**src/tte_pkg.sv**
```systemverilog
// tap tempo estimator package: widths, reset values, register indexes,
// configuration struct and state types
// no dependencies
`default_nettype none

package tte_pkg;

    localparam int TAP_DEPTH_DEF    = 8;
    localparam int QUEUE_DEPTH_DEF  = 2;
    localparam int CENTI_MS_PER_MIN = 6000000;
    localparam int CFG_W            = 16;
    localparam int ADDR_W           = 3;
    localparam int USED_W           = 3;
    localparam int GAP_W            = 16;
    localparam int MAX_GAP          = 65535;

    localparam logic [ADDR_W-1:0] REG_RESET_GAP    = 3'd0;
    localparam logic [ADDR_W-1:0] REG_MIN_INTERVAL = 3'd1;
    localparam logic [ADDR_W-1:0] REG_MAX_INTERVAL = 3'd2;
    localparam logic [ADDR_W-1:0] REG_MIN_TEMPO    = 3'd3;
    localparam logic [ADDR_W-1:0] REG_MAX_TEMPO    = 3'd4;

    localparam logic [CFG_W-1:0] RESET_GAP_RST    = 16'd2000;
    localparam logic [CFG_W-1:0] MIN_INTERVAL_RST = 16'd100;
    localparam logic [CFG_W-1:0] MAX_INTERVAL_RST = 16'd2000;
    localparam logic [CFG_W-1:0] MIN_TEMPO_RST    = 16'd2000;
    localparam logic [CFG_W-1:0] MAX_TEMPO_RST    = 16'd30000;

    localparam logic [GAP_W-1:0]  GAP_SAT  = 16'hFFFF;
    localparam logic [USED_W-1:0] USED_MAX = 3'd7;

    typedef struct packed {
        logic [CFG_W-1:0] reset_gap;
        logic [CFG_W-1:0] min_interval;
        logic [CFG_W-1:0] max_interval;
        logic [CFG_W-1:0] min_tempo;
        logic [CFG_W-1:0] max_tempo;
    } cfg_t;

    typedef enum logic [1:0] {
        F_IDLE,
        F_SUM,
        F_PUSH
    } front_state_t;

    typedef enum logic [1:0] {
        B_IDLE,
        B_DIV,
        B_DONE
    } back_state_t;

endpackage

`default_nettype wire

```
**src/tte_front.sv**
```systemverilog
// front part: takes taps, keeps the gap history, sums in-range window gaps
// depends on tte_pkg
`default_nettype none

module tte_front #(
    parameter int TAP_DEPTH = tte_pkg::TAP_DEPTH_DEF,
    localparam int GAP_DEPTH = TAP_DEPTH - 1,
    localparam int CW = $clog2(TAP_DEPTH),
    localparam int IW = (GAP_DEPTH > 1) ? $clog2(GAP_DEPTH) : 1,
    localparam int SW = $clog2(GAP_DEPTH * tte_pkg::MAX_GAP + 1)
) (
    input  wire logic                clk,
    input  wire logic                rst_n,
    input  wire logic                push,
    output logic                     full,
    input  wire logic [31:0]         tap_time_ms,
    input  wire tte_pkg::cfg_t       cfg,
    output logic                     job_push,
    input  wire logic                job_full,
    output logic [SW-1:0]            job_sum,
    output logic [CW-1:0]            job_cnt
);

    tte_pkg::front_state_t state_reg, state_next;

    logic                      has_tap_reg;
    logic [CW-1:0]             cnt_reg, cnt_next;
    logic [31:0]               last_reg;
    logic [tte_pkg::GAP_W-1:0] gaps_reg [GAP_DEPTH];
    logic [CW-1:0]             idx_reg, idx_next;
    logic [SW-1:0]             acc_reg, acc_next;
    logic [CW-1:0]             n_reg, n_next;

    logic                      accept;
    logic [31:0]               gap_full;
    logic                      clear;
    logic                      first;
    logic [tte_pkg::GAP_W-1:0] gap_sat;
    logic [tte_pkg::GAP_W-1:0] cur;
    logic                      hit;
    logic [SW-1:0]             acc_add;
    logic [CW-1:0]             n_add;
    logic                      last_idx;

    assign accept   = push && (state_reg == tte_pkg::F_IDLE);
    assign full     = (state_reg != tte_pkg::F_IDLE);
    assign gap_full = tap_time_ms - last_reg;
    assign clear    = has_tap_reg && (gap_full > {16'd0, cfg.reset_gap});
    assign first    = !has_tap_reg || clear;
    assign gap_sat  = (|gap_full[31:16]) ? tte_pkg::GAP_SAT : gap_full[15:0];

    assign cur      = gaps_reg[idx_reg[IW-1:0]];
    assign hit      = (cur > cfg.min_interval) && (cur < cfg.max_interval);
    assign acc_add  = acc_reg + (hit ? SW'(cur) : SW'(0));
    assign n_add    = n_reg + CW'(hit);
    assign last_idx = (idx_reg == cnt_reg - 1'b1);

    assign job_sum = acc_reg;
    assign job_cnt = n_reg;

    always_comb
    begin
        state_next = state_reg;
        idx_next   = idx_reg;
        acc_next   = acc_reg;
        n_next     = n_reg;
        cnt_next   = cnt_reg;
        job_push   = 1'b0;
        case (state_reg)
            tte_pkg::F_IDLE:
            begin
                if (accept)
                begin
                    if (first)
                        cnt_next = '0;
                    else if (cnt_reg != CW'(GAP_DEPTH))
                        cnt_next = cnt_reg + 1'b1;
                    if (!first)
                    begin
                        state_next = tte_pkg::F_SUM;
                        idx_next   = '0;
                        acc_next   = '0;
                        n_next     = '0;
                    end
                end
            end
            tte_pkg::F_SUM:
            begin
                acc_next = acc_add;
                n_next   = n_add;
                idx_next = idx_reg + 1'b1;
                if (last_idx)
                    state_next = tte_pkg::F_PUSH;
            end
            tte_pkg::F_PUSH:
            begin
                job_push = (n_reg != '0) && !job_full;
                if ((n_reg == '0) || !job_full)
                    state_next = tte_pkg::F_IDLE;
            end
            default:
            begin
                state_next = tte_pkg::F_IDLE;
            end
        endcase
    end

    always_ff @(posedge clk or negedge rst_n)
    begin
        if (!rst_n)
        begin
            state_reg   <= tte_pkg::F_IDLE;
            has_tap_reg <= 1'b0;
            cnt_reg     <= '0;
            idx_reg     <= '0;
            n_reg       <= '0;
        end
        else
        begin
            state_reg <= state_next;
            cnt_reg   <= cnt_next;
            idx_reg   <= idx_next;
            n_reg     <= n_next;
            if (accept)
                has_tap_reg <= 1'b1;
        end
    end

    always_ff @(posedge clk)
    begin
        acc_reg <= acc_next;
        if (accept)
        begin
            last_reg <= tap_time_ms;
            if (!first)
            begin
                gaps_reg[0] <= gap_sat;
                for (int k = 1; k < GAP_DEPTH; k++)
                    gaps_reg[k] <= gaps_reg[k-1];
            end
        end
    end

    assert property (@(posedge clk) disable iff (!rst_n)
        cnt_reg <= CW'(GAP_DEPTH))
        else $error("gap count beyond history depth");

    assert property (@(posedge clk) disable iff (!rst_n)
        job_push |-> (n_reg != '0) && (acc_reg >= SW'(n_reg)))
        else $error("job pushed with no counted gap or short sum");

endmodule

`default_nettype wire

```
**src/tte_fifo.sv**
```systemverilog
// small register queue between the front and back parts
// depends on no other file
`default_nettype none

module tte_fifo #(
    parameter int WIDTH = 8,
    parameter int DEPTH = 2,
    localparam int PW = (DEPTH > 1) ? $clog2(DEPTH) : 1,
    localparam int NW = $clog2(DEPTH + 1)
) (
    input  wire logic             clk,
    input  wire logic             rst_n,
    input  wire logic             wr_en,
    input  wire logic [WIDTH-1:0] wr_data,
    output logic                  full,
    input  wire logic             rd_en,
    output logic [WIDTH-1:0]      rd_data,
    output logic                  empty
);

    logic [WIDTH-1:0] mem_reg [DEPTH];
    logic [PW-1:0]    wr_ptr_reg, wr_ptr_next;
    logic [PW-1:0]    rd_ptr_reg, rd_ptr_next;
    logic [NW-1:0]    count_reg, count_next;
    logic             do_wr;
    logic             do_rd;

    assign full    = (count_reg == NW'(DEPTH));
    assign empty   = (count_reg == '0);
    assign do_wr   = wr_en && !full;
    assign do_rd   = rd_en && !empty;
    assign rd_data = mem_reg[rd_ptr_reg];

    always_comb
    begin
        wr_ptr_next = wr_ptr_reg;
        rd_ptr_next = rd_ptr_reg;
        count_next  = count_reg;
        if (do_wr)
            wr_ptr_next = (wr_ptr_reg == PW'(DEPTH - 1)) ? '0 : wr_ptr_reg + 1'b1;
        if (do_rd)
            rd_ptr_next = (rd_ptr_reg == PW'(DEPTH - 1)) ? '0 : rd_ptr_reg + 1'b1;
        if (do_wr && !do_rd)
            count_next = count_reg + 1'b1;
        else if (do_rd && !do_wr)
            count_next = count_reg - 1'b1;
    end

    always_ff @(posedge clk or negedge rst_n)
    begin
        if (!rst_n)
        begin
            wr_ptr_reg <= '0;
            rd_ptr_reg <= '0;
            count_reg  <= '0;
        end
        else
        begin
            wr_ptr_reg <= wr_ptr_next;
            rd_ptr_reg <= rd_ptr_next;
            count_reg  <= count_next;
        end
    end

    always_ff @(posedge clk)
    begin
        if (do_wr)
            mem_reg[wr_ptr_reg] <= wr_data;
    end

endmodule

`default_nettype wire

```
**src/tte_back.sv**
```systemverilog
// back part: bit-serial divide of 6000000 * count by the gap sum, clamp,
// result register; depends on tte_pkg
`default_nettype none

module tte_back #(
    parameter int TAP_DEPTH = tte_pkg::TAP_DEPTH_DEF,
    localparam int GAP_DEPTH = TAP_DEPTH - 1,
    localparam int CW = $clog2(TAP_DEPTH),
    localparam int SW = $clog2(GAP_DEPTH * tte_pkg::MAX_GAP + 1),
    localparam int NW = $clog2(tte_pkg::CENTI_MS_PER_MIN * GAP_DEPTH + 1),
    localparam int KW = $clog2(NW + 1)
) (
    input  wire logic                        clk,
    input  wire logic                        rst_n,
    input  wire logic                        job_empty,
    output logic                             job_pop,
    input  wire logic [SW-1:0]               job_sum,
    input  wire logic [CW-1:0]               job_cnt,
    input  wire tte_pkg::cfg_t               cfg,
    input  wire logic                        pop,
    output logic                             empty,
    output logic [tte_pkg::CFG_W-1:0]        tempo_centi_bpm,
    output logic [tte_pkg::USED_W-1:0]       intervals_used
);

    tte_pkg::back_state_t state_reg, state_next;

    logic [NW-1:0]               dvd_reg, dvd_next;
    logic [SW-1:0]               rem_reg, rem_next;
    logic [SW-1:0]               sum_reg, sum_next;
    logic [CW-1:0]               cnt_reg, cnt_next;
    logic [KW-1:0]               step_reg, step_next;
    logic                        out_valid_reg, out_valid_next;
    logic [tte_pkg::CFG_W-1:0]   tempo_reg;
    logic [tte_pkg::USED_W-1:0]  used_reg;

    logic [SW:0]                 rem_sh;
    logic [SW:0]                 diff;
    logic                        ge;
    logic                        out_load;
    logic [tte_pkg::CFG_W-1:0]   tempo_res;
    logic [CW+2:0]               cnt_ext;
    logic [tte_pkg::USED_W-1:0]  used_res;

    assign rem_sh = {rem_reg, dvd_reg[NW-1]};
    assign diff   = rem_sh - {1'b0, sum_reg};
    assign ge     = (rem_sh >= {1'b0, sum_reg});

    assign cnt_ext  = (CW+3)'(cnt_reg);
    assign used_res = (cnt_ext > (CW+3)'(tte_pkg::USED_MAX)) ? tte_pkg::USED_MAX
                                                             : cnt_ext[tte_pkg::USED_W-1:0];

    always_comb
    begin
        if (dvd_reg < NW'(cfg.min_tempo))
            tempo_res = cfg.min_tempo;
        else if (dvd_reg > NW'(cfg.max_tempo))
            tempo_res = cfg.max_tempo;
        else
            tempo_res = dvd_reg[tte_pkg::CFG_W-1:0];
    end

    assign out_load = (state_reg == tte_pkg::B_DONE) && (!out_valid_reg || pop);
    assign job_pop  = (state_reg == tte_pkg::B_IDLE) && !job_empty;

    always_comb
    begin
        state_next = state_reg;
        dvd_next   = dvd_reg;
        rem_next   = rem_reg;
        sum_next   = sum_reg;
        cnt_next   = cnt_reg;
        step_next  = step_reg;
        case (state_reg)
            tte_pkg::B_IDLE:
            begin
                if (!job_empty)
                begin
                    dvd_next   = NW'(job_cnt) * NW'(tte_pkg::CENTI_MS_PER_MIN);
                    rem_next   = '0;
                    sum_next   = job_sum;
                    cnt_next   = job_cnt;
                    step_next  = '0;
                    state_next = tte_pkg::B_DIV;
                end
            end
            tte_pkg::B_DIV:
            begin
                rem_next  = ge ? diff[SW-1:0] : rem_sh[SW-1:0];
                dvd_next  = {dvd_reg[NW-2:0], ge};
                step_next = step_reg + 1'b1;
                if (step_reg == KW'(NW - 1))
                    state_next = tte_pkg::B_DONE;
            end
            tte_pkg::B_DONE:
            begin
                if (out_load)
                    state_next = tte_pkg::B_IDLE;
            end
            default:
            begin
                state_next = tte_pkg::B_IDLE;
            end
        endcase
    end

    always_comb
    begin
        if (out_load)
            out_valid_next = 1'b1;
        else if (pop)
            out_valid_next = 1'b0;
        else
            out_valid_next = out_valid_reg;
    end

    always_ff @(posedge clk or negedge rst_n)
    begin
        if (!rst_n)
        begin
            state_reg     <= tte_pkg::B_IDLE;
            step_reg      <= '0;
            out_valid_reg <= 1'b0;
        end
        else
        begin
            state_reg     <= state_next;
            step_reg      <= step_next;
            out_valid_reg <= out_valid_next;
        end
    end

    always_ff @(posedge clk)
    begin
        dvd_reg <= dvd_next;
        rem_reg <= rem_next;
        sum_reg <= sum_next;
        cnt_reg <= cnt_next;
        if (out_load)
        begin
            tempo_reg <= tempo_res;
            used_reg  <= used_res;
        end
    end

    assign empty           = !out_valid_reg;
    assign tempo_centi_bpm = tempo_reg;
    assign intervals_used  = used_reg;

    assert property (@(posedge clk) disable iff (!rst_n)
        (state_reg == tte_pkg::B_DONE) |-> (rem_reg < sum_reg))
        else $error("divider remainder not below divisor");

    assert property (@(posedge clk) disable iff (!rst_n)
        out_load |=> (tempo_reg >= cfg.min_tempo) || (tempo_reg == cfg.max_tempo))
        else $error("tempo outside clamp limits");

    assert property (@(posedge clk) disable iff (!rst_n)
        out_valid_reg |-> (used_reg != '0))
        else $error("result with no intervals used");

endmodule

`default_nettype wire

```
**src/tap_tempo_estimator.sv**
```systemverilog
// tap tempo estimator top level: configuration registers, front, queue, back
// depends on tte_pkg, tte_front, tte_fifo, tte_back
//
//  channel  | handshake         | payload
//  ---------+-------------------+----------------------------------------
//  taps     | push / full       | tap_time_ms[31:0]
//  results  | pop / empty       | tempo_centi_bpm[15:0], intervals_used[2:0]
//  config   | cfg_wr            | cfg_addr[2:0], cfg_data[15:0]
//
// front: takes a tap, sums the stored gaps of the window one by one, then
// hands the job on, waiting while the queue is full
// back: one quotient bit per cycle; the divider sets the sustained rate for
// taps that give a result
// reset clears the history and loads the register defaults; no sweep needed
// a waiting result holds the back part; full stays high while a job waits
`default_nettype none

module tap_tempo_estimator #(
    parameter int TAP_DEPTH   = tte_pkg::TAP_DEPTH_DEF,
    parameter int QUEUE_DEPTH = tte_pkg::QUEUE_DEPTH_DEF,
    localparam int GAP_DEPTH = TAP_DEPTH - 1,
    localparam int CW = $clog2(TAP_DEPTH),
    localparam int SW = $clog2(GAP_DEPTH * tte_pkg::MAX_GAP + 1)
) (
    input  wire logic                          clk,
    input  wire logic                          rst_n,
    input  wire logic                          push,
    output logic                               full,
    input  wire logic [31:0]                   tap_time_ms,
    output logic                               empty,
    input  wire logic                          pop,
    output logic [tte_pkg::CFG_W-1:0]          tempo_centi_bpm,
    output logic [tte_pkg::USED_W-1:0]         intervals_used,
    input  wire logic                          cfg_wr,
    input  wire logic [tte_pkg::ADDR_W-1:0]    cfg_addr,
    input  wire logic [tte_pkg::CFG_W-1:0]     cfg_data
);

    tte_pkg::cfg_t cfg_reg, cfg_next;

    logic          job_push;
    logic          job_full;
    logic [SW-1:0] job_sum;
    logic [CW-1:0] job_cnt;
    logic          job_pop;
    logic          job_empty;
    logic [SW-1:0] q_sum;
    logic [CW-1:0] q_cnt;

    always_comb
    begin
        cfg_next = cfg_reg;
        if (cfg_wr)
        begin
            case (cfg_addr)
                tte_pkg::REG_RESET_GAP:    cfg_next.reset_gap    = cfg_data;
                tte_pkg::REG_MIN_INTERVAL: cfg_next.min_interval = cfg_data;
                tte_pkg::REG_MAX_INTERVAL: cfg_next.max_interval = cfg_data;
                tte_pkg::REG_MIN_TEMPO:    cfg_next.min_tempo    = cfg_data;
                tte_pkg::REG_MAX_TEMPO:    cfg_next.max_tempo    = cfg_data;
                default:                   cfg_next = cfg_reg;
            endcase
        end
    end

    always_ff @(posedge clk or negedge rst_n)
    begin
        if (!rst_n)
        begin
            cfg_reg.reset_gap    <= tte_pkg::RESET_GAP_RST;
            cfg_reg.min_interval <= tte_pkg::MIN_INTERVAL_RST;
            cfg_reg.max_interval <= tte_pkg::MAX_INTERVAL_RST;
            cfg_reg.min_tempo    <= tte_pkg::MIN_TEMPO_RST;
            cfg_reg.max_tempo    <= tte_pkg::MAX_TEMPO_RST;
        end
        else
        begin
            cfg_reg <= cfg_next;
        end
    end

    tte_front #(
        .TAP_DEPTH (TAP_DEPTH)
    ) u_front (
        .clk         (clk),
        .rst_n       (rst_n),
        .push        (push),
        .full        (full),
        .tap_time_ms (tap_time_ms),
        .cfg         (cfg_reg),
        .job_push    (job_push),
        .job_full    (job_full),
        .job_sum     (job_sum),
        .job_cnt     (job_cnt)
    );

    tte_fifo #(
        .WIDTH (SW + CW),
        .DEPTH (QUEUE_DEPTH)
    ) u_fifo (
        .clk     (clk),
        .rst_n   (rst_n),
        .wr_en   (job_push),
        .wr_data ({job_sum, job_cnt}),
        .full    (job_full),
        .rd_en   (job_pop),
        .rd_data ({q_sum, q_cnt}),
        .empty   (job_empty)
    );

    tte_back #(
        .TAP_DEPTH (TAP_DEPTH)
    ) u_back (
        .clk             (clk),
        .rst_n           (rst_n),
        .job_empty       (job_empty),
        .job_pop         (job_pop),
        .job_sum         (q_sum),
        .job_cnt         (q_cnt),
        .cfg             (cfg_reg),
        .pop             (pop),
        .empty           (empty),
        .tempo_centi_bpm (tempo_centi_bpm),
        .intervals_used  (intervals_used)
    );

endmodule

`default_nettype wire
```
**config.mk**
```make
export PLATFORM = sky130hd
export DESIGN_NAME = tap_tempo_estimator
export DESIGN_NICKNAME = d
export VERILOG_FILES = /design/src/tte_pkg.sv /design/src/tte_front.sv /design/src/tte_fifo.sv /design/src/tte_back.sv /design/src/tap_tempo_estimator.sv
export SDC_FILE = /design/constraint.sdc
export NUM_CORES = 1
export LEC_CHECK = 0
export CAP_MARGIN = 0
export CORE_ASPECT_RATIO = 1.1
export CORE_UTILIZATION = 50
export DETAILED_ROUTE_END_ITERATION = 7
export DONT_BUFFER_PORTS = 1
export PLACE_DENSITY_LB_ADDON = 0.08
export SETUP_SLACK_MARGIN = 0.1
export SLEW_MARGIN = 20
export SYNTH_ARGS = -nofsm -noshare
export SYNTH_HDL_FRONTEND = slang
export SYNTH_SLANG_ARGS = --single-unit
```
**constraint.sdc**
```tcl
create_clock -name clk -period 16 [get_ports clk]
set_input_delay 2.4 -clock clk [delete_from_list [all_inputs] [get_ports clk]]
set_output_delay 2.4 -clock clk [all_outputs]
set_load 0.01 [all_outputs]
```
Word level (Yosys, flattened, before mapping)
Memory sizes are Yosys's and may differ from the RTL's.
Cells that the tools add are included.
W data, S select, Z words.
Word-level totals
  bits in read-only memories: 0
  latch bits: 0
  word-level logic and storage cells: 150
  RAM bits: 156
  register bits: 241
  output and inout bits: 21
  memories kept: 2
Operators by class
  $add $sub $neg: 12
  div/mod/pow operators: 0
  $mul: 1
  shift-type cells: 0
  magnitude comparators: 7
  eq/ne operators: 19
  reduce and logical (&&, ||, !) cells: 43
  bitwise gates (word level): 1
  multiplexer cells: 41
Memories
  u_front.gaps_reg: words 7, width 16, read ports 7, clocked after Yosys merged registers in 0, write ports 7, line tte_front.sv:29  | logic [tte_pkg::GAP_W-1:0] gaps_reg [GAP_DEPTH];
  u_fifo.mem_reg: words 2, width 22, read ports 1, clocked after Yosys merged registers in 0, write ports 1, line tte_fifo.sv:21  | logic [WIDTH-1:0] mem_reg [DEPTH];
Operators with widths (count)
  $mux W19: 4
  $pmux W19 S2: 2
  $mux W16: 4
  $pmux W26 S2: 1
  $gt A32 B16 Y1: 1
  $sub A32 B32 Y32: 1
  $gt A26 B16 Y1: 1
  $lt A26 B16 Y1: 1
  $mux W26: 1
  $ge A20 B19 Y1: 1
  $add A19 B19 Y19: 1
  $mul A3 B16 Y19 const B: 1
  $sub A19 B19 Y19: 1
  $mux W2: 9
  $gt A16 B16 Y1: 1
  $lt A16 B16 Y1: 1
  $reduce_or A16 Y1: 1
  $reduce_and A2 Y1: 7
  $mux W3: 4
  $pmux W2 S3: 2
  $pmux W3 S2: 2
  $reduce_bool A2 Y1: 6
  $logic_and A1 B1 Y1: 10
  $mux W1: 10
  other kinds (28): 51

Logic depth before layout (Yosys ltp)
Gate-level depths: netlist of the first run.
  depth in word-level cells: 9
  mapped depth: 31

Cells and area by module
From an unflattened synthesis of the first run, not the netlist that was laid out.
Second synthesis, totals
  cell total of the unflattened synthesis: 1830
  area total of the unflattened synthesis: 22036.1 um^2
Modules (own cells, without submodules)
  tte_front: seq. area each 5195.0 um^2, times used 1, cells each 964, area an instance 10814.1 um^2
  tte_back: seq. area each 2782.7 um^2, times used 1, cells each 606, area an instance 6348.6 um^2
  tap_tempo_estimator: seq. area each 2037.0 um^2, times used 1, cells each 173, area an instance 3085.5 um^2
  tte_fifo: seq. area each 1421.4 um^2, times used 1, cells each 87, area an instance 1788.0 um^2

Least setup slack after synthesis of the first run
No wires, ideal clock.
  kind: in2reg
  start: in tap_time_ms[0]
  end: mem u_front.gaps_reg[0][0] (netlist name) (enable)
  arrival time: 8.517 ns
  buffers on the path: 1
  library setup time: 0.484 ns
  cell stages on the path: 19
  slack: 6.999 ns
  cell sequence: inv_1 ha_1 inv_1 fa_1 a21oi_1 nor2_1 or3b_2 a21o_1 a21o_1 a21o_1 a21oi_1 xnor2_1 ha_1 a21o_1 a21oi_1 o2111ai_1 o21ai_0 clkbuf_1 and3_1
RTL lines
  start, declared: line tap_tempo_estimator.sv:29  | input wire logic [31:0] tap_time_ms,
  end, declared: line tte_front.sv:29

Worst setup path after layout of the first run
  start: reg u_front.idx_reg[0]
  end: reg u_front.acc_reg[17] (netlist: u_front.job_sum[17]) (data pin)
On the way
  word-level cells in the longest chain between the ends: 6
RTL lines
  start, declared: line tte_front.sv:30  | logic [CW-1:0] idx_reg, idx_next;
  start signal, assigned: line tte_front.sv:122  | idx_reg <= idx_next;
  $mem_v2 Z7 W16 *
  $gt A16 B16 Y1 / $lt A16 B16 Y1 (equally long branches): line tte_front.sv:53  | assign hit = (cur > cfg.min_interval) && (cur < cfg.max_interval);
  $logic_and A1 B1 Y1: line tte_front.sv:53
  $mux W16 *: line tte_front.sv:54  | assign acc_add = acc_reg + (hit ? SW'(cur) : SW'(0));
  $add A19 B19 Y19 *: line tte_front.sv:54
  $pmux W19 S2 *: line tte_front.sv:69  | case (state_reg)
  end signal, assigned: line tte_front.sv:131  | acc_reg <= acc_next;
  end, declared: line tte_front.sv:31  | logic [SW-1:0] acc_reg, acc_next;
Every way passes the cells marked *; elsewhere a longest branch is shown, timed or not.
A chain may end at the register's enable or synchronous reset.

==> flow_summary.json, run 1 <==
{
  "run_status": "finished clean",
  "ioPinCount": 77,
  "post_synth_instance_area_um2": 21570,
  "final.min_clock_period_ns": 7.036,
  "synth_flop_cell": "sky130_fd_sc_hd__edfxtp_1",
  "yosysUniqueCellTypes": 70,
  "critPathMostFrequentCell": "sky130_fd_sc_hd__o21a_1",
  "smallest_hold_slack_ns": 0.4187,
  "std_cell_rows": 79,
  "tritoncts": "built",
  "final.setup.tns_ns": 0,
  "place.detailed.hpwl_um": 34730,
  "ctsRootBufferMaster": "sky130_fd_sc_hd__clkbuf_16",
  "hold_path.class": "register to register",
  "crit_required_ns": 16.28,
  "antenna_violating_nets_post_route": 0,
  "globalRoute.totalOverflow": 0,
  "timing.max_cap.violations": 0,
  "final_layout_size_suffix_gt1_share_pct": 10.94,
  "timing.fmax_mhz": 142.1,
  "synthToLayoutAreaGrowth_pct": 10.05,
  "route.detailed.vias_per_inst": 5.593,
  "grt_start_max_net_pins": 105,
  "crit_arrival_ns": 7.32,
  "power_density_over_cell_area_nw_per_um2": 139.8,
  "via_count_of_the_first_global_routing_pass": 14120,
  "max_slew.worst_pin.slew_ns": 1.118,
  "synth.yosys.seq_area_share_pct": 53.02,
  "static-leakage-power_nw": 9.857,
  "critical_path.max_fanout": 33,
  "placedInstanceArea_um2": 22190,
  "worst_ir_drop_vdd_v": 0.00009483,
  "avgRoutedWirePerCell_um": 19.21,
  "port_buffers": 0,
  "holdPathStages": 0,
  "cts_num_sinks": 397,
  "clk_transition_reported_paths_ns": 0.07,
  "crit_path_top_delay_cell": "sky130_fd_sc_hd__mux4_2",
  "start_util_pct": 50.87,
  "unrepaired_setup_endpoints_after_global_routing": "false",
  "synth-edff-count": 293,
  "synth_nets": 2123,
  "die_h_um": 219.8,
  "detailedRoute.firstIterationViolations": 661,
  "latest_clock_arrival_within_the_worst_skew_pair_ns": 0.57,
  "post-route-util_pct": 55.98,
  "avgSynthCellArea_um2": 11.38,
  "numCtsBuffers": 45,
  "layout.cells.most_common": "sky130_fd_sc_hd__edfxtp_1",
  "grt_first_pass_wirelength_um": 76600,
  "post_cts_resized": 0,
  "number_of_antenna_violations_at_the_first_check_in_global_routing": 1,
  "final_setup_violation_count": 0,
  "final_nets": 2120,
  "detail_route.first_pass.iterations": 5,
  "crit_path_start_kind": "register",
  "vias": 13960,
  "cts_hold_repair.buffers": 0,
  "criticalPathCategory": "register to register",
  "timing.critical_path.slowest_cell_delay_ns": 0.58,
  "timing.final.crit_share_pct": 43.98,
  "layout.cells.most_common_list": "sky130_fd_sc_hd__edfxtp_1 (293), sky130_fd_sc_hd__inv_1 (165), sky130_fd_sc_hd__ha_1 (163), sky130_fd_sc_hd__nand2_1 (160), sky130_fd_sc_hd__o21ai_0 (144)",
  "cts_setup_buffers": 0,
  "cts.path.max_buffers": 3,
  "clock-skew-final_ns": 0.01467,
  "wirelength_um": 47950,
  "worst_slew_margin_rel_pct": 25.45,
  "synthesis.instances": 1896,
  "report.final.slew_viol_count": 0,
  "largest_register_ff_count": 112,
  "endpoint_kind": "register",
  "die_x_um": 200.0,
  "antenna_cells_inserted": 0,
  "track_usage_pct": 22.64,
  "synthArstFlopShare_pct": 26.20,
  "finalInstanceArea_um2": 23740,
  "remaining_drc_errors": 0,
  "synth-seq-cells": 397,
  "rr_worst_depth": 25,
  "floorplan.die_area_um2": 43970,
  "finalHoldViolations": 0,
  "core_area_um2": 42400,
  "yosysWarningCount": 0,
  "gpl.final_weighted_congestion": 0.8685,
  "htree_num_levels": 2
}
worst max-delay path, delay by kind of cell, from the launching register on:
family | cells | cell delay (ns)
xor+xnor | 1 | 0.18
compound gates | 14 | 3.61
fa+ha+maj | 2 | 0.58
buf+inv | 2 | 0.58
mux | 2 | 0.91
flops | 1 | 0.42
simple gates | 4 | 0.46
area by class of cell:
class                   instances  area, µm²
fillers                      3565      18670
flip-flops and latches        397      11440
multi-input cells            1267       9291
clock buffers                  56       1261
well taps                     567      709.4
inverters                     165      619.3
clock inverters                27      287.8
repair buffers                 17      131.4
report_power, final:
part,internal [W],switching (W)
Clock,0.000655,0.000419
Sequential,0.00128,0.0000949
Combinational,0.000378,0.000488
kinds of logic (layout without fill, tap and decap cells):
kind of cell               count (synthesis)  after routing  share of synthesized area [%]
and+or+nand+nor                          498            498                          11.06
muxes                                    130            130                          7.280
xor gates and xnor gates                  65             65                          2.639
adders and majority gates                171            171                          10.20
buffers and inverters                    232            265                          4.130
DFF                                      397            397                          53.02
AOI/OAI and AO/OA                        403            403                          11.68
metrics by stage:
step / std cells / setup WS, ns / power, W
CTS: 2496 / 8.821 / 0.003354
global route: 2496 / 8.291 / 0.003525
finish: 2496 / 8.964 / 0.003319
detailed placement: 2413 / 8.388 / 0.002263
global placement: 2413 / 8.437 / 0.002242
floorplan: 1896 / 6.999 / 0.002046
synthesized netlist by cell type, types with 22 or more instances:
master / number / area share [%]
sky130_fd_sc_hd__nand4_1: 24 / 0.70
sky130_fd_sc_hd__a21o_1: 42 / 1.5
sky130_fd_sc_hd__nand2_1: 160 / 2.8
sky130_fd_sc_hd__ha_1: 163 / 9.5
sky130_fd_sc_hd__mux2i_1: 59 / 2.7
sky130_fd_sc_hd__edfxtp_1: 293 / 41
sky130_fd_sc_hd__o21ai_0: 145 / 3.4
sky130_fd_sc_hd__dfrtp_1: 76 / 8.8
sky130_fd_sc_hd__a21oi_1: 79 / 1.8
sky130_fd_sc_hd__o21a_1: 27 / 0.94
sky130_fd_sc_hd__dfstp_2: 28 / 3.4
sky130_fd_sc_hd__mux2_2: 55 / 2.9
sky130_fd_sc_hd__clkbuf_1: 53 / 0.92
sky130_fd_sc_hd__nor3_1: 28 / 0.65
sky130_fd_sc_hd__nor2b_1: 22 / 0.64
sky130_fd_sc_hd__nand2b_1: 34 / 0.99
sky130_fd_sc_hd__and3_1: 26 / 0.75
sky130_fd_sc_hd__xor2_1: 33 / 1.3
sky130_fd_sc_hd__nor2_1: 122 / 2.1
sky130_fd_sc_hd__inv_1: 165 / 2.9
sky130_fd_sc_hd__xnor2_1: 32 / 1.3
sky130_fd_sc_hd__nand3_1: 23 / 0.53
path summary, 6_finish.rpt:
check                                          startpoint                                      to  slack (ns)
max                        u_front.idx_reg[0]$_DFFE_PN0P_       u_front.job_sum[17]$_SDFFCE_PN0P_        8.96
min                           u_back.cnt_reg[0]$_DFFE_PP_  u_back.intervals_used[0]$_SDFFCE_PN1P_        0.42
max reg2reg                u_front.idx_reg[0]$_DFFE_PN0P_       u_front.job_sum[17]$_SDFFCE_PN0P_        8.96
min reg2reg                   u_back.cnt_reg[0]$_DFFE_PP_  u_back.intervals_used[0]$_SDFFCE_PN1P_        0.42
max in group asynchronous                           rst_n                 cfg_reg[10]$_DFFE_PN1P_       14.22
min in group asynchronous                           rst_n                 cfg_reg[77]$_DFFE_PN0P_        1.53
metal layers:
layer / track usage, % / routed length (µm) / vias up
met1: 28.74 / 20920 / 6782
met3: 3.903 / 1887 / 75
met4: 6.387 / 1109 / 0
met2: 39.50 / 24030 / 237
li1: - / - / 6867
met5: 0 / 0 / -
Power figures use the tool's default switching activity.
==> run 2: changes to the inputs <==
- clock period: 16 -> 6.55 ns (I/O delays scaled with it)
==> run 2 against run 1 <==
Against the previous run: utilization about the same; fmax rose by 19%; wire length up 2.4%; critical endpoint unchanged; sequential cell count stayed put; sequential share of layout area barely moved; setup slack got worse by 8.3 ns; final area about the same.
==> flow_summary.json, run 2 (same netlist as run 1, synthesis figures left out) <==
{
  "latest_clock_arrival_within_the_worst_skew_pair_ns": 0.57,
  "cts.path.max_buffers": 3,
  "gpl.final_weighted_congestion": 0.8917,
  "wirelength_um": 49090,
  "ioPinCount": 77,
  "unrepaired_setup_endpoints_after_global_routing": "false",
  "route.detailed.vias_per_inst": 5.641,
  "remaining_drc_errors": 0,
  "antenna_cells_inserted": 0,
  "layout.cells.most_common": "sky130_fd_sc_hd__edfxtp_1",
  "worstSetupEndpoint": "u_front.job_sum[17]$_SDFFCE_PN0P_",
  "post-route-util_pct": 55.98,
  "final_nets": 2129,
  "detailedRoute.firstIterationViolations": 834,
  "std_cell_rows": 79,
  "port_buffers": 0,
  "critical_path.max_fanout": 16,
  "rr_worst_depth": 24,
  "ctsRootBufferMaster": "sky130_fd_sc_hd__clkbuf_16",
  "start_util_pct": 50.87,
  "criticalPathCategory": "register to register",
  "dr.max_layer_used": "met5",
  "detail_route.first_pass.iterations": 6,
  "power_density_over_cell_area_nw_per_um2": 334.6,
  "synthToLayoutAreaGrowth_pct": 10.06,
  "smallest_hold_slack_ns": 0.1179,
  "number_of_antenna_violations_at_the_first_check_in_global_routing": 1,
  "final.min_clock_period_ns": 5.915,
  "cts_num_sinks": 397,
  "largest_register_ff_count": 112,
  "total_power_w": 0.007944,
  "layout.cells.most_common_list": "sky130_fd_sc_hd__edfxtp_1 (293), sky130_fd_sc_hd__inv_1 (165), sky130_fd_sc_hd__ha_1 (163), sky130_fd_sc_hd__nand2_1 (160), sky130_fd_sc_hd__o21ai_0 (144)",
  "timing.critical_path.from": "u_front.idx_reg[0]$_DFFE_PN0P_",
  "grt_first_pass_wirelength_um": 78040,
  "met2_wirelength_um": 23790,
  "place.detailed.hpwl_um": 35980,
  "static-leakage-power_nw": 9.865,
  "antenna_violating_nets_post_route": 0,
  "via_count_of_the_first_global_routing_pass": 14250,
  "finalInstanceArea_um2": 23740,
  "timing.fmax_mhz": 169.1,
  "worst_ir_drop_vdd_v": 0.0001704,
  "crit_path_start_kind": "register",
  "htree_num_levels": 2,
  "avgRoutedWirePerCell_um": 19.61,
  "final.setup.tns_ns": 0,
  "track_usage_pct": 23.25,
  "worst_slew_margin_rel_pct": 32.76,
  "max_slew.worst_pin.slew_ns": 1.009,
  "r2r-start": "u_front.idx_reg[0]$_DFFE_PN0P_",
  "die_h_um": 219.8,
  "fill_cell_total_of_the_finished_layout": 3568,
  "numCtsBuffers": 44,
  "reg2reg_slack_ns": 0.63,
  "run_status": "finished clean",
  "report.final.slew_viol_count": 0,
  "clk_transition_reported_paths_ns": 0.07,
  "final_layout_size_suffix_gt1_share_pct": 11.31,
  "clock-skew-final_ns": 0.01974,
  "placedInstanceArea_um2": 22260,
  "crit_arrival_ns": 6.23,
  "timing.final.crit_share_pct": 90.31,
  "hold_path.class": "primary input to async pin",
  "tritoncts": "built",
  "routedLengthMet1_um": 21360,
  "crit_required_ns": 6.86,
  "r2r_end": "u_front.job_sum[17]$_SDFFCE_PN0P_",
  "floorplan.die_area_um2": 43970,
  "globalRoute.totalOverflow": 0,
  "vias": 14120,
  "met3RoutedLength_um": 1877,
  "core_area_um2": 42400,
  "die_x_um": 200.0,
  "finalHoldViolations": 0,
  "final_setup_violation_count": 0,
  "endpoint_kind": "register",
  "grt_start_max_net_pins": 105,
  "timing.max_cap.violations": 0
}
==> run 2: changes by cell type in the layout (fill, tap and decap cells not counted), sizes merged <==
cell / before / now
clkinv: 19 / 12
inv: 166 / 165
buf: 17 / 26
clkbuf: 56 / 66
bufinv: 6 / 2
==> run 2: repair_timing <==
action                     in CTS  in global routing
pin swaps                       0                  0
hold buffers                    0                  0
gates resized for setup         1                  2
setup endpoints to repair       1                  2
setup buffers                   0                  2
cloned                          0                  1
==> run 2: report_power, final <==
part	switching, W	internal (W)	leakage [nW]
clock network	0.000980	0.00144	0.696
logic	0.00122	0.000930	5.23
registers	0.000232	0.00314	3.93
==> run 2: cell type report <==
class / count / area [µm²] / share of cell area (%)
Clock buffer: 65 / 1294 / 5.450
Clock inverter: 15 / 122.6 / 0.5165
Inverter: 165 / 619.3 / 2.609
Multi-Input combinational cell: 1267 / 9311 / 39.22
Sequential cell: 397 / 11440 / 48.18
Tap cell: 567 / 709.4 / 2.988
Timing Repair Buffer: 27 / 245.2 / 1.033
==> run 2: per-stage QoR <==
stage / worst slack [ns] / std cells
floorplan: 0.2122 / 1896
global placement: 0.3104 / 2420
detailed placement: 0.09769 / 2420
CTS: 0.2140 / 2500
global route: 0.1767 / 2503
finish: 0.6347 / 2503
==> run 2: critical path, stage by stage, from the launching register on <==
cell	delay, ns
sky130_fd_sc_hd__dfrtp_2	0.42
sky130_fd_sc_hd__mux4_2	0.51
sky130_fd_sc_hd__mux2_2	0.31
sky130_fd_sc_hd__ha_1	0.30
sky130_fd_sc_hd__nor2b_1	0.14
sky130_fd_sc_hd__o21a_1	0.16
sky130_fd_sc_hd__o21a_1	0.17
sky130_fd_sc_hd__o21a_1	0.16
sky130_fd_sc_hd__o21a_1	0.16
sky130_fd_sc_hd__o211ai_1	0.15
sky130_fd_sc_hd__a21boi_0	0.13
sky130_fd_sc_hd__o221a_2	0.41
sky130_fd_sc_hd__nand3_1	0.16
sky130_fd_sc_hd__inv_1	0.06
sky130_fd_sc_hd__ha_1	0.31
sky130_fd_sc_hd__a211oi_2	0.28
sky130_fd_sc_hd__nor2_1	0.10
sky130_fd_sc_hd__o41ai_2	0.25
sky130_fd_sc_hd__o21ai_0	0.19
sky130_fd_sc_hd__o41ai_2	0.29
sky130_fd_sc_hd__o21ai_0	0.20
sky130_fd_sc_hd__o21a_1	0.21
sky130_fd_sc_hd__o311ai_0	0.36
sky130_fd_sc_hd__xor2_1	0.18
sky130_fd_sc_hd__nor2_1	0.05
==> run 2: how the worst min path moves through the flow <==
stage	cells after the start	from	end	slack (ns)
2_1_floorplan	0	u_front.gaps_reg[4][10]$_DFFE_PP_	u_front.gaps_reg[5][10]$_DFFE_PP_	0.42
3_3_place_gp	0	u_back.cnt_reg[1]$_DFFE_PP_	u_back.intervals_used[1]$_SDFFCE_PN1P_	0.40
3_5_place_dp	0	u_back.cnt_reg[0]$_DFFE_PP_	u_back.intervals_used[0]$_SDFFCE_PN1P_	0.41
4_1_cts	0	rst_n	cfg_reg[76]$_DFFE_PN0P_	0.08
5_1_grt	0	rst_n	cfg_reg[76]$_DFFE_PN0P_	0.09
6_report	0	rst_n	cfg_reg[76]$_DFFE_PN0P_	0.12
==> run 2: layer usage <==
metal  GRT usage [%]  up-vias
li1                -     6897
met1           29.49     6880
met2           39.20      244
met3           3.367       97
met4           10.66        2
met5               0        -
